===== config.mk =====
export PLATFORM = sky130hd
export DESIGN_NAME = combination_rank_unrank_top
export DESIGN_NICKNAME = d
export VERILOG_FILES = /design/src/hw/rtl/crr_pkg.sv /design/src/hw/rtl/crr_apb_regs.sv /design/src/hw/rtl/crr_step_unit.sv /design/src/hw/rtl/crr_engine.sv /design/src/hw/rtl/combination_rank_unrank_top.sv
export SDC_FILE = /design/constraint.sdc
export NUM_CORES = 1
export LEC_CHECK = 0
export BUFFER_PORTS_ARGS = -buffer_cell sky130_fd_sc_hd__buf_2
export CAP_MARGIN = 20
export CORE_UTILIZATION = 37
export CTS_CLUSTER_DIAMETER = 60
export DETAILED_ROUTE_END_ITERATION = 12
export HOLD_SLACK_MARGIN = 0.06
export PLACE_DENSITY = 0.63
export SYNTH_ARGS = -nofsm -noshare
export SYNTH_HDL_FRONTEND = slang
export SYNTH_SLANG_ARGS = --single-unit

===== constraint.sdc =====
create_clock -name clk_i -period 8.9 [get_ports clk_i]
set_input_delay 0.89 -clock clk_i [delete_from_list [all_inputs] [get_ports clk_i]]
set_output_delay 0.89 -clock clk_i [all_outputs]
set_load 0.05 [all_outputs]

===== src/hw/rtl/crr_pkg.sv =====
// Shared types, constants and the binomial ROM of the combination rank/unrank block.
`timescale 1ns / 1ps
`default_nettype none
package crr_pkg;

  // Field widths
  localparam int MASK_W  = 16;
  localparam int INDEX_W = 14;
  localparam int IDX_W   = 16;
  localparam int CNT_W   = $clog2(MASK_W + 1);
  localparam int POS_W   = $clog2(MASK_W);
  localparam int CFG_W   = 5;
  localparam int APB_DW  = 32;
  localparam int APB_AW  = 3;

  // Default for the top-level set size cap
  localparam int MAX_SET_DEF = 16;

  // Register byte addresses
  localparam logic [APB_AW-1:0] ADDR_SET_SIZE    = 3'd0;
  localparam logic [APB_AW-1:0] ADDR_SUBSET_SIZE = 3'd4;

  // Reset values of the registers
  localparam logic [CFG_W-1:0] SET_SIZE_RST    = 5'd16;
  localparam logic [CFG_W-1:0] SUBSET_SIZE_RST = 5'd8;

  typedef enum logic {
    OP_RANK   = 1'b0,
    OP_UNRANK = 1'b1
  } crr_op_e;

  typedef enum logic {
    ST_IDLE,
    ST_WALK
  } crr_state_e;

  // Request to and response from the shared step unit
  typedef struct packed {
    crr_op_e              op;
    logic                 bit_in;
    logic [POS_W-1:0]     a;
    logic [CNT_W-1:0]     r;
    logic [IDX_W-1:0]     acc;
  } crr_step_req_t;

  typedef struct packed {
    logic                 take;
    logic [CNT_W-1:0]     r;
    logic [IDX_W-1:0]     acc;
  } crr_step_rsp_t;

  // Pascal triangle C(a,b) for a, b below MASK_W
  typedef logic [MASK_W-1:0][MASK_W-1:0][INDEX_W-1:0] binom_tab_t;

  function automatic binom_tab_t pascal_rom();
    binom_tab_t t;
    t = '0;
    for (int a = 0; a < MASK_W; a++) begin
      for (int b = 0; b < MASK_W; b++) begin
        if (b == 0) begin
          t[a][b] = INDEX_W'(1);
        end else if (a > 0) begin
          t[a][b] = t[a-1][b-1] + t[a-1][b];
        end
      end
    end
    return t;
  endfunction

  localparam binom_tab_t BINOM = pascal_rom();

endpackage
`default_nettype wire


===== src/hw/rtl/crr_apb_regs.sv =====
// APB register file holding set size and subset size.
`timescale 1ns / 1ps
`default_nettype none
module crr_apb_regs
  import crr_pkg::*;
(
  input  wire logic              clk_i,
  input  wire logic              rst_ni,
  input  wire logic              psel,
  input  wire logic              penable,
  input  wire logic              pwrite,
  input  wire logic [APB_AW-1:0] paddr,
  input  wire logic [APB_DW-1:0] pwdata,
  output logic      [APB_DW-1:0] prdata,
  output logic                   pready,
  output logic      [CFG_W-1:0]  set_size_o,
  output logic      [CFG_W-1:0]  subset_size_o
);

  logic [CFG_W-1:0] set_size_q, set_size_d;
  logic [CFG_W-1:0] subset_size_q, subset_size_d;
  logic             wr_en;
  logic             sel_subset;

  assign pready     = 1'b1;
  assign wr_en      = psel & penable & pwrite & pready;
  // Decode on the word address bit only
  assign sel_subset = (paddr[2] == ADDR_SUBSET_SIZE[2]);

  // Take the write data on the access cycle
  always_comb begin
    set_size_d    = set_size_q;
    subset_size_d = subset_size_q;
    if (wr_en) begin
      if (sel_subset) begin
        subset_size_d = pwdata[CFG_W-1:0];
      end else begin
        set_size_d = pwdata[CFG_W-1:0];
      end
    end
  end

  always_ff @(posedge clk_i or negedge rst_ni) begin
    if (!rst_ni) begin
      set_size_q    <= SET_SIZE_RST;
      subset_size_q <= SUBSET_SIZE_RST;
    end else begin
      set_size_q    <= set_size_d;
      subset_size_q <= subset_size_d;
    end
  end

  // Read back
  assign prdata = sel_subset ? {{(APB_DW-CFG_W){1'b0}}, subset_size_q}
                             : {{(APB_DW-CFG_W){1'b0}}, set_size_q};

  assign set_size_o    = set_size_q;
  assign subset_size_o = subset_size_q;

endmodule
`default_nettype wire


===== src/hw/rtl/crr_step_unit.sv =====
// Shared step unit: binomial ROM lookup with one add, subtract and compare.
`timescale 1ns / 1ps
`default_nettype none
module crr_step_unit
  import crr_pkg::*;
(
  input  wire crr_step_req_t req_i,
  output crr_step_rsp_t      rsp_o
);

  logic [CNT_W-1:0]   r_m1;
  logic               hit;
  logic [INDEX_W-1:0] coef;
  logic [IDX_W-1:0]   coef_x;
  logic               below;

  // C(a, r-1), zero when r is zero or r-1 exceeds a
  assign r_m1   = req_i.r - CNT_W'(1);
  assign hit    = (req_i.r != '0) && (r_m1 <= CNT_W'(req_i.a));
  assign coef   = hit ? BINOM[req_i.a][r_m1[POS_W-1:0]] : '0;
  assign coef_x = IDX_W'(coef);
  assign below  = req_i.acc < coef_x;

  always_comb begin
    rsp_o = '{take: 1'b0, r: req_i.r, acc: req_i.acc};
    unique case (req_i.op)
      OP_RANK: begin
        // Present element uses a slot, absent one adds the skipped subsets
        rsp_o.take = req_i.bit_in;
        if (req_i.bit_in) begin
          if (req_i.r != '0) begin
            rsp_o.r = r_m1;
          end
        end else begin
          rsp_o.acc = req_i.acc + coef_x;
        end
      end
      OP_UNRANK: begin
        // Choose the element when the remainder falls inside its block
        if (req_i.r != '0) begin
          if (below) begin
            rsp_o.take = 1'b1;
            rsp_o.r    = r_m1;
          end else begin
            rsp_o.acc = req_i.acc - coef_x;
          end
        end
      end
      default: begin
        rsp_o = '{take: 1'b0, r: req_i.r, acc: req_i.acc};
      end
    endcase
  end

endmodule
`default_nettype wire


===== src/hw/rtl/crr_engine.sv =====
// Sequencer walking the set one position a cycle through the step unit; the last waits for a free output.
`timescale 1ns / 1ps
`default_nettype none
module crr_engine
  import crr_pkg::*;
#(
  parameter int MAX_SET = MAX_SET_DEF
) (
  input  wire logic               clk_i,
  input  wire logic               rst_ni,
  input  wire logic [CFG_W-1:0]   set_size_i,
  input  wire logic [CFG_W-1:0]   subset_size_i,
  input  wire logic               in_valid_i,
  output logic                    in_ready_o,
  input  wire logic               op_i,
  input  wire logic [MASK_W-1:0]  member_mask_i,
  input  wire logic [IDX_W-1:0]   combo_index_i,
  output logic                    out_valid_o,
  input  wire logic               out_ready_i,
  output logic      [INDEX_W-1:0] index_out_o,
  output logic      [MASK_W-1:0]  mask_out_o,
  output logic                    error_o
);

  localparam int NCapI = (MAX_SET < MASK_W) ? MAX_SET : MASK_W;
  localparam logic [CNT_W-1:0] NCap = CNT_W'(NCapI);

  crr_state_e         state_q, state_d;
  crr_op_e            op_q, op_d;
  logic [POS_W-1:0]   pos_q, pos_d;
  logic [CNT_W-1:0]   r_q, r_d;
  logic [CNT_W-1:0]   cnt_q, cnt_d;
  logic [IDX_W-1:0]   acc_q, acc_d;
  logic [MASK_W-1:0]  mask_q, mask_d;
  logic               range_err_q, range_err_d;
  logic               out_valid_q, out_valid_d;
  logic [INDEX_W-1:0] out_index_q, out_index_d;
  logic [MASK_W-1:0]  out_mask_q, out_mask_d;
  logic               out_err_q, out_err_d;

  logic [CNT_W-1:0]   n_eff;
  logic [MASK_W:0]    lim;
  logic [MASK_W-1:0]  valid_bits;
  logic               in_fire;
  logic               proc;
  logic               last;
  logic               out_free;
  logic [CNT_W-1:0]   a_full;
  logic [CNT_W-1:0]   r_n;
  logic [CNT_W-1:0]   cnt_n;
  logic [IDX_W-1:0]   acc_n;
  logic [MASK_W-1:0]  mask_n;
  logic               res_err;

  crr_step_req_t      step_req;
  crr_step_rsp_t      step_rsp;

  // Effective set size
  assign n_eff      = (set_size_i > NCap) ? NCap : set_size_i;
  assign lim        = (MASK_W+1)'(1) << n_eff;
  assign valid_bits = lim[MASK_W-1:0] - MASK_W'(1);

  assign in_ready_o = (state_q == ST_IDLE);
  assign in_fire    = in_valid_i & in_ready_o;
  assign out_free   = ~out_valid_q | out_ready_i;
  assign proc       = CNT_W'(pos_q) < n_eff;
  assign last       = (CNT_W'(pos_q) + CNT_W'(1)) >= n_eff;
  assign a_full     = n_eff - CNT_W'(1) - CNT_W'(pos_q);

  crr_step_unit u_step (
    .req_i (step_req),
    .rsp_o (step_rsp)
  );

  assign step_req = '{op: op_q, bit_in: mask_q[pos_q], a: a_full[POS_W-1:0],
                      r: r_q, acc: acc_q};

  // Working values after this position
  always_comb begin
    r_n    = r_q;
    cnt_n  = cnt_q;
    acc_n  = acc_q;
    mask_n = mask_q;
    if (proc) begin
      r_n   = step_rsp.r;
      acc_n = step_rsp.acc;
      if (op_q == OP_RANK) begin
        cnt_n = cnt_q + CNT_W'(step_rsp.take);
      end else if (step_rsp.take) begin
        mask_n = mask_q | (MASK_W'(1) << pos_q);
      end
    end
  end

  // Rank fails on range or popcount, unrank when the walk leaves a remainder
  assign res_err = (op_q == OP_RANK) ? (range_err_q | (cnt_n != subset_size_i))
                                     : ((r_n != '0) | (acc_n != '0));

  // Next state and datapath control
  always_comb begin
    state_d     = state_q;
    op_d        = op_q;
    pos_d       = pos_q;
    r_d         = r_q;
    cnt_d       = cnt_q;
    acc_d       = acc_q;
    mask_d      = mask_q;
    range_err_d = range_err_q;
    out_valid_d = out_valid_q & ~out_ready_i;
    out_index_d = out_index_q;
    out_mask_d  = out_mask_q;
    out_err_d   = out_err_q;
    unique case (state_q)
      ST_IDLE: begin
        if (in_fire) begin
          state_d     = ST_WALK;
          op_d        = crr_op_e'(op_i);
          pos_d       = '0;
          r_d         = subset_size_i;
          cnt_d       = '0;
          acc_d       = op_i ? combo_index_i : '0;
          mask_d      = op_i ? '0 : member_mask_i;
          range_err_d = ~op_i & ((member_mask_i & ~valid_bits) != '0);
        end
      end
      ST_WALK: begin
        if (!last) begin
          // Advance one position
          pos_d  = pos_q + POS_W'(1);
          r_d    = r_n;
          cnt_d  = cnt_n;
          acc_d  = acc_n;
          mask_d = mask_n;
        end else if (out_free) begin
          // Retire into the output register
          state_d     = ST_IDLE;
          out_valid_d = 1'b1;
          out_err_d   = res_err;
          out_index_d = (res_err || op_q == OP_UNRANK) ? '0 : acc_n[INDEX_W-1:0];
          out_mask_d  = (res_err || op_q == OP_RANK) ? '0 : mask_n;
        end
      end
      default: begin
        state_d = ST_IDLE;
      end
    endcase
  end

  always_ff @(posedge clk_i or negedge rst_ni) begin
    if (!rst_ni) begin
      state_q     <= ST_IDLE;
      out_valid_q <= 1'b0;
    end else begin
      state_q     <= state_d;
      out_valid_q <= out_valid_d;
    end
  end

  always_ff @(posedge clk_i) begin
    op_q        <= op_d;
    pos_q       <= pos_d;
    r_q         <= r_d;
    cnt_q       <= cnt_d;
    acc_q       <= acc_d;
    mask_q      <= mask_d;
    range_err_q <= range_err_d;
    out_index_q <= out_index_d;
    out_mask_q  <= out_mask_d;
    out_err_q   <= out_err_d;
  end

  assign out_valid_o = out_valid_q;
  assign index_out_o = out_index_q;
  assign mask_out_o  = out_mask_q;
  assign error_o     = out_err_q;

endmodule
`default_nettype wire


===== src/hw/rtl/combination_rank_unrank_top.sv =====
// Walk: one set position per cycle over the n positions, n being set_size capped
//   at MAX_SET and 16, then the result is registered in the output register.
// The single shared step unit walks the positions, so a new input transfer is
//   taken only once the previous walk has retired; a result waiting in the output
//   register lets one more input transfer in, then holds that walk at its last position.
// Reset: rst_ni asynchronous active low; registers return to n=16, k=8.
`timescale 1ns / 1ps
`default_nettype none
module combination_rank_unrank_top
  import crr_pkg::*;
#(
  parameter int MAX_SET = MAX_SET_DEF
) (
  input  wire logic              clk_i,
  input  wire logic              rst_ni,
  input  wire logic              s_axis_tvalid_i,
  output logic                   s_axis_tready_o,
  input  wire logic [31:0]       s_axis_tdata_i,  // member_mask[15:0], combo_index[31:16]
  input  wire logic [0:0]        s_axis_tuser_i,  // op[0]
  output logic                   m_axis_tvalid_o,
  input  wire logic              m_axis_tready_i,
  output logic      [31:0]       m_axis_tdata_o,  // index_out[13:0], mask_out[29:14], zero
  output logic      [0:0]        m_axis_tuser_o,  // error[0]
  input  wire logic              psel,
  input  wire logic              penable,
  input  wire logic              pwrite,
  input  wire logic [APB_AW-1:0] paddr,
  input  wire logic [APB_DW-1:0] pwdata,
  output logic      [APB_DW-1:0] prdata,
  output logic                   pready
);

  logic [CFG_W-1:0]   set_size;
  logic [CFG_W-1:0]   subset_size;
  logic [INDEX_W-1:0] index_out;
  logic [MASK_W-1:0]  mask_out;
  logic               error;

  crr_apb_regs u_regs (
    .clk_i         (clk_i),
    .rst_ni        (rst_ni),
    .psel          (psel),
    .penable       (penable),
    .pwrite        (pwrite),
    .paddr         (paddr),
    .pwdata        (pwdata),
    .prdata        (prdata),
    .pready        (pready),
    .set_size_o    (set_size),
    .subset_size_o (subset_size)
  );

  crr_engine #(
    .MAX_SET (MAX_SET)
  ) u_engine (
    .clk_i         (clk_i),
    .rst_ni        (rst_ni),
    .set_size_i    (set_size),
    .subset_size_i (subset_size),
    .in_valid_i    (s_axis_tvalid_i),
    .in_ready_o    (s_axis_tready_o),
    .op_i          (s_axis_tuser_i[0]),
    .member_mask_i (s_axis_tdata_i[MASK_W-1:0]),
    .combo_index_i (s_axis_tdata_i[MASK_W+IDX_W-1:MASK_W]),
    .out_valid_o   (m_axis_tvalid_o),
    .out_ready_i   (m_axis_tready_i),
    .index_out_o   (index_out),
    .mask_out_o    (mask_out),
    .error_o       (error)
  );

  // Pack the result
  assign m_axis_tdata_o = {{(32-INDEX_W-MASK_W){1'b0}}, mask_out, index_out};
  assign m_axis_tuser_o = error;

endmodule
`default_nettype wire


**Word-level counts from Yosys, hierarchy flattened**

Memory sizes are Yosys's and may differ from the RTL's.
Cells that the tools add are included.

- Bits in read-only memories: 3584
- Memories kept: 1
- Word-level logic and storage cells: 113
- Bits in registers: 91
- Output and inout port bits: 68
- Input port bits: 75

Memories:

| name | depth | bits a word | rd ports | clocked after Yosys merged registers in | wr ports | line | source |
|---|---|---|---|---|---|---|---|
| (name not given) | 16 | 224 | 1 | 0 | 0 | crr_step_unit.sv:20 | `assign coef = hit ? BINOM[req_i.a][r_m1[POS_W-1:0]] : '0;` |

- Multiplexer cells: 47
- Reduce and logical (&&, ||, !) cells: 12
- Shift operators: 2
- Bitwise operators: 17
- Magnitude comparators: 8
- Eq/ne operators: 3
- Add/sub/neg operators: 9

Operator list:

| cell | count |
|---|---|
| $mux W224 | 1 |
| $mux W16 | 12 |
| $pmux W16 S2 | 2 |
| $bmux W14 S4 | 1 |
| $mux W5 | 11 |
| $pmux W22 S2 | 1 |
| $reduce_bool A16 Y1 | 2 |
| $mux W14 | 2 |
| $mux W22 | 1 |
| $pmux W5 S2 | 2 |
| $add A16 B14 Y16 | 1 |
| $and A16 B16 Y16 | 1 |
| $lt A16 B14 Y1 | 1 |
| $not A16 Y16 | 1 |
| $or A16 B16 Y16 | 1 |
| $shl A1 B4 Y16 const A | 1 |
| $shl A1 B5 Y16 const A | 1 |
| $sub A16 B1 Y16 const B | 1 |
| $sub A16 B14 Y16 | 1 |
| $lt A4 B5 Y1 const B | 3 |
| $reduce_bool A5 Y1 | 2 |
| $mux W1 | 8 |
| $mux W4 | 2 |
| $pmux W4 S2 | 1 |
| 22 further kinds | 38 |

**Depth between registers and ports, before layout**

- Word-level depth: 20
- Depth in mapped cells: 33

**Hierarchy**

From an unflattened synthesis, not the netlist that was laid out.

- Cells, all modules: 1047
- Area total of the unflattened synthesis: 9335.2 um^2

By module, submodules not included:

| module | times used | area each (um^2) | cells an instance |
|---|---|---|---|
| crr_engine | 1 | 4863.4 | 405 |
| crr_step_unit | 1 | 3766.1 | 581 |
| crr_apb_regs | 1 | 686.9 | 58 |
| combination_rank_unrank_top | 1 | 18.8 | 3 |

**Worst setup path before layout**

Ideal clock, no wire load.

- Path kind: register to register
- Start: register u_regs.set_size_q[4], in the netlist u_regs.set_size_o[4]
- End: register u_engine.out_err_q, in the netlist u_engine.error_o (data pin)
- Stages on the path, launching flop included: 32
- Clock period less this slack: 7.273 ns
- Data required time: 8.645 ns
- Path slack: 1.627 ns
- Arrival time: 7.018 ns
- Path buffers: 7
- Cell sequence: dfstp_2 -> buf_1 -> inv_1 -> nand2_1 -> inv_1 -> ha_1 -> nand3_1 -> o211ai_1 -> xor2_1 -> inv_1 -> clkbuf_1 -> buf_1 -> buf_1 -> ha_1 -> a41o_1 -> nand3_1 -> clkbuf_1 -> a21oi_1 -> ha_1 -> fa_1 -> nand2b_1 -> a21oi_1 -> o21ai_1 -> a21o_1 -> a311oi_2 -> or4b_1 -> nor4_1 -> nand4_1 -> or4_1 -> buf_2 -> buf_6 -> and2_1

- Longest elaborated chain between the ends: 19
- Elaborated cells on any way between the ends: 31
- Classes of those cells: add/sub (5); order compare (4); eq/ne (1); mux (15); bitwise (2); reduce/logical (3); memory (1)

Ends and longest elaborated chain:

| what | line | source |
|---|---|---|
| from (decl) | crr_apb_regs.sv:20 | `logic [CFG_W-1:0] set_size_q, set_size_d;` |
| from (signal assigned) | crr_apb_regs.sv:48 | `set_size_q <= set_size_d;` |
| $gt A5 B5 Y1 | crr_engine.sv:59 | `assign n_eff = (set_size_i > NCap) ? NCap : set_size_i;` |
| $mux W5 (*) | crr_engine.sv:59 |  |
| $sub A4 B1 Y4 | crr_engine.sv:68 | `assign a_full = n_eff - CNT_W'(1) - CNT_W'(pos_q);` |
| $sub A4 B4 Y4 | crr_engine.sv:68 |  |
| $mem_v2 Z16 W224 | - |  |
| $mux W224 (not written as such) | crr_step_unit.sv:20 |  |
| $bmux W14 S4 | crr_step_unit.sv:20 |  |
| $mux W14 (not written as such) | crr_step_unit.sv:20 |  |
| [... 4 more ...] | - |  |
| $pmux W22 S2 | crr_step_unit.sv:26 | `unique case (req_i.op)` |
| $add A5 B1 Y5 | crr_engine.sv:88 | `cnt_n = cnt_q + CNT_W'(step_rsp.take);` |
| $mux W5 | crr_engine.sv:87 | `if (op_q == OP_RANK) begin` |
| $mux W5 | crr_engine.sv:84 | `if (proc) begin` |
| $ne A5 B5 Y1 | crr_engine.sv:96 | `assign res_err = (op_q == OP_RANK) ? (range_err_q \| (cnt_n != subset_size_i))` |
| $or A1 B1 Y1 | crr_engine.sv:96 |  |
| $mux W1 (*) | crr_engine.sv:96 |  |
| named net u_engine.res_err | crr_engine.sv:53 | `logic res_err;` |
| to (signal assigned) | crr_engine.sv:169 | `out_err_q <= out_err_d;` |
| to (decl) | crr_engine.sv:39 | `logic out_err_q, out_err_d;` |

Mark *: on every way through the listed nets, which the timed path passes. The rest lies on a longest branch. The select of a mux whose other input is x is not followed.
A chain may end at the register's enable or synchronous reset.

**Worst setup path in the final report**

- Start: register u_regs.set_size_q[0], in the netlist u_regs.set_size_o[0]
- End: register u_engine.out_mask_q[3], in the netlist u_engine.mask_out_o[3] (data pin)

- Longest elaborated chain between the ends: 20
- Elaborated cells on any way between the ends: 35
- Classes of those cells: add/sub (5); order compare (4); eq/ne (1); mux (18); bitwise (2); reduce/logical (4); memory (1)

Ends and longest elaborated chain:

| what | line | source |
|---|---|---|
| $gt A5 B5 Y1 | crr_engine.sv:59 |  |
| $mux W5 (*) | crr_engine.sv:59 |  |
| $sub A4 B1 Y4 | crr_engine.sv:68 |  |
| $sub A4 B4 Y4 | crr_engine.sv:68 |  |
| $mem_v2 Z16 W224 | - |  |
| $mux W224 (not written as such) | crr_step_unit.sv:20 |  |
| $bmux W14 S4 | crr_step_unit.sv:20 |  |
| $mux W14 (not written as such) | crr_step_unit.sv:20 |  |
| [... 4 more ...] | - |  |
| $pmux W22 S2 | crr_step_unit.sv:26 |  |
| $add A5 B1 Y5 | crr_engine.sv:88 |  |
| $mux W5 | crr_engine.sv:87 |  |
| $mux W5 | crr_engine.sv:84 |  |
| $ne A5 B5 Y1 | crr_engine.sv:96 |  |
| $or A1 B1 Y1 | crr_engine.sv:96 |  |
| $mux W1 | crr_engine.sv:96 |  |
| $logic_or A1 B1 Y1 | crr_engine.sv:140 | `out_mask_d = (res_err \|\| op_q == OP_RANK) ? '0 : mask_n;` |
| to (signal assigned) | crr_engine.sv:168 | `out_mask_q <= out_mask_d;` |
| to (decl) | crr_engine.sv:38 | `logic [MASK_W-1:0] out_mask_q, out_mask_d;` |

Mark *: on every way between the ends. The rest lies on a longest branch, timed or not. The select of a mux whose other input is x is not followed.

==> metrics.txt <==
run status completed; FFs w/ async S/R, synth a little over an eighth; drt first pass iters 6; TritonCTS Buffers 9; cts repair resizes 0; maxcap violations 0; Post-CTS Setup Inserts 0; initial antenna violation count 0; crit-path max FO 16; part of the cycle the worst path needs 90.43%; post-synthesis cell type count 74; DRC Markers 0; number of flops mapped to enable cells by yosys 79; core area roughly 23,000 sq um; vias per inst about 5.8; CP Class reg2reg; final cell count without fillers approximately 1,400; critical path data required time 9090 ps; root buffer cell clkbuf_16; grt met3 use 2.889%; Place WS 994.4 ps; first-pass GRT wire length 40,970 um; class of the worst hold path in2async; clock input transition at the sequential cells of the worst setup and hold paths 70 ps; share of cells above drive strength 1 roughly 15%; H-tree Lvls 3; Worst-Margin Slew ~1000 ps; GR Overflow Total 0; Via Count 8,176; mapped cell area 8777 sq um; RSZ-0062 raised after global routing no; Nets approximately 1,200; Final ANT Viol Nets 0; Tmin final 8049 ps; nature of the critical path endpoint flop; Setup TNS Final 0 ps; f_max ~120 MHz; most frequent cells in the layout nor2_1 (99), buf_2 (83), nand2_1 (81); clock skew around 19 ps; most common cell after layout, fill and taps aside nor2_1; placed wire-length estimate about 19,000 um; GRT Util Overall around a fifth; DRT Wirelength between 20,000 and 30,000 um; Max Transition Viols Final 0; Ant. Diodes 0; Die X roughly 160 um; hold_buf cts 0; Max transition margin a little under 30%; # clock sinks between 90 and 100; Chip Height around 160 um; Mapped Cells about 1,000; RePlAce Congestion ~0.94; post-synthesis register bit count 91; CTS tree yes; Detailed Route Iter0 Violations 904; Syn Area/Cell ~8.4 sq um; IO Port Bufs 83; Arr. time, crit path a little over 8000 ps; Fill cells 2,328; Top Usage Layer GRT met2; Initial Util about two fifths; die area ~24,000 sq um; final hold vios 0; Layout area overhead 10.68%; min setup slack post-route around 850 ps; largest net degree at the start of global routing 66; # rows 55; Seq/Total Area, Yosys a little under a third; crit start category flop; I/O pin count approximately 140; met2 Use GR between 30% and 40%; Synth Warn # 0; worst skew pair latency about 360 ps; Main synth FF type edfxtp_1; placed cell count approximately 1,400; met1 usage 29.94%; wire per inst approximately 18 um; Max Root-Sink Buffers 2; vias in the first global route approximately 7,600; Setup violations, final 0
-- state kept, by name, indices dropped and copies added, names as in the netlist --
name and flops:
u_engine.acc_q 16, u_engine.mask_out_o 16, u_engine.mask_q 16, u_engine.index_out_o 14
u_engine.cnt_q 5, u_engine.r_q 5, u_regs.set_size_o 5, u_regs.subset_size_o 5
u_engine.pos_q 4, u_engine.error_o 1, u_engine.op_q 1, u_engine.out_valid_o 1
u_engine.range_err_q 1, u_engine.state_q 1
-- logic make-up after synthesis --
kind of cell             synth area share, %
adder cells (fa/ha/maj)                10.38
flip-flops                             30.48
XOR/XNOR                               3.393
AND/OR/NAND/NOR                        19.52
AO/OA/AOI/OAI                          24.65
other                                0.08556
multiplexers                           4.020
buffers and inverters                  7.484
-- worst max-delay path, cell delays in order (launching register included) --
cell	delay (ps)
dfrtp_1	600
nor2b_1	360
ha_1	250
inv_1	70
fa_1	460
xnor2_1	550
inv_1	210
ha_1	350
o21ai_0	90
nand2b_1	70
a21oi_1	150
a41o_1	120
nand3_1	350
nor2_1	250
nand4_1	240
ha_1	520
nand4b_1	180
a211oi_1	220
o21ai_1	260
a21oi_1	560
nor2_1	160
a32oi_1	310
nor4b_1	490
nand4_1	180
or4_1	480
buf_4	230
nor2b_1	150
-- synthesized netlist by cell type, types with 5 or more instances --
master | number | share of area, %
a211oi_1 | 15 | 1.3
a21boi_0 | 5 | 0.43
a21o_1 | 19 | 1.6
a21oi_1 | 76 | 4.3
a22o_1 | 23 | 2.3
a22oi_1 | 7 | 0.60
a311oi_1 | 5 | 0.50
a31oi_1 | 18 | 1.3
a32oi_1 | 6 | 0.60
and2_1 | 6 | 0.43
and3_1 | 8 | 0.57
buf_1 | 9 | 0.38
buf_4 | 30 | 2.6
clkbuf_1 | 50 | 2.1
dfrtp_1 | 10 | 2.9
edfxtp_1 | 79 | 27
ha_1 | 68 | 9.7
inv_1 | 45 | 1.9
mux2_2 | 13 | 1.7
mux2i_1 | 8 | 0.91
mux4_2 | 5 | 1.3
nand2_1 | 81 | 3.5
nand2b_1 | 10 | 0.71
nand3_1 | 23 | 1.3
nand3b_1 | 6 | 0.51
nand4_1 | 11 | 0.78
nor2_1 | 99 | 4.2
nor2b_1 | 35 | 2.5
nor3_1 | 24 | 1.4
nor4_1 | 16 | 1.1
o211ai_1 | 14 | 1.2
o21a_1 | 5 | 0.43
o21ai_0 | 70 | 4.0
o21bai_1 | 7 | 0.60
o221ai_1 | 6 | 0.60
o22ai_1 | 9 | 0.64
or2_2 | 9 | 0.64
or3_1 | 5 | 0.36
xnor2_1 | 21 | 2.1
xor2_1 | 13 | 1.3
-- area by class of cell --
class                      instances  area (sq um)  share of cell area, %
clock inverter                     6         60.06                 0.6182
clock buffer                      10         229.0                  2.357
tap                              313         391.6                  4.031
multi-input combinational        837          5570                  57.34
inverter                          46         172.7                  1.777
timing repair buffer             108         615.6                  6.337
sequential                        91          2675                  27.54
-- stage by stage --
step | utilization, % | area, sq um | hold slack (ps)
after floorplan | - | 8882 | 540.9
after global placement | 40.92 | 9405 | 539.6
after detailed placement | 40.92 | 9405 | 564.3
after CTS | 42.18 | 9694 | 401.4
after global routing | 42.26 | 9714 | 412.6
final | 42.26 | 9714 | 402.2
-- routing by layer --
metal  up-vias  share of wire (%)
li1       3909                  -
met1      3890                 46
met2       340                 46
met3        37                6.5
met4         0                1.9
met5         -                  0
-- path summary, 6_finish.rpt --
check | start | slack, ps | depth (start not counted) | end
worst min register to register | u_engine.state_q$_DFF_PN0_ | 580 | 2 | u_engine.state_q$_DFF_PN0_
worst min-delay path | rst_ni | 400 | 1 | u_regs.subset_size_o[0]$_DFFE_PN0P_
worst max register to register | u_regs.set_size_o[0]$_DFFE_PN0P_ | 850 | 26 | u_engine.mask_out_o[3]$_SDFFCE_PP0P_
min in group clk_i | u_engine.state_q$_DFF_PN0_ | 580 | 2 | u_engine.state_q$_DFF_PN0_
max in group asynchronous | rst_ni | 8230 | 1 | u_regs.subset_size_o[3]$_DFFE_PN1P_
worst max-delay path | u_regs.set_size_o[0]$_DFFE_PN0P_ | 850 | 26 | u_engine.mask_out_o[3]$_SDFFCE_PP0P_
Power is not shown: default switching activity piles up to over one toggle a cycle in this logic, so the estimate is an artifact.
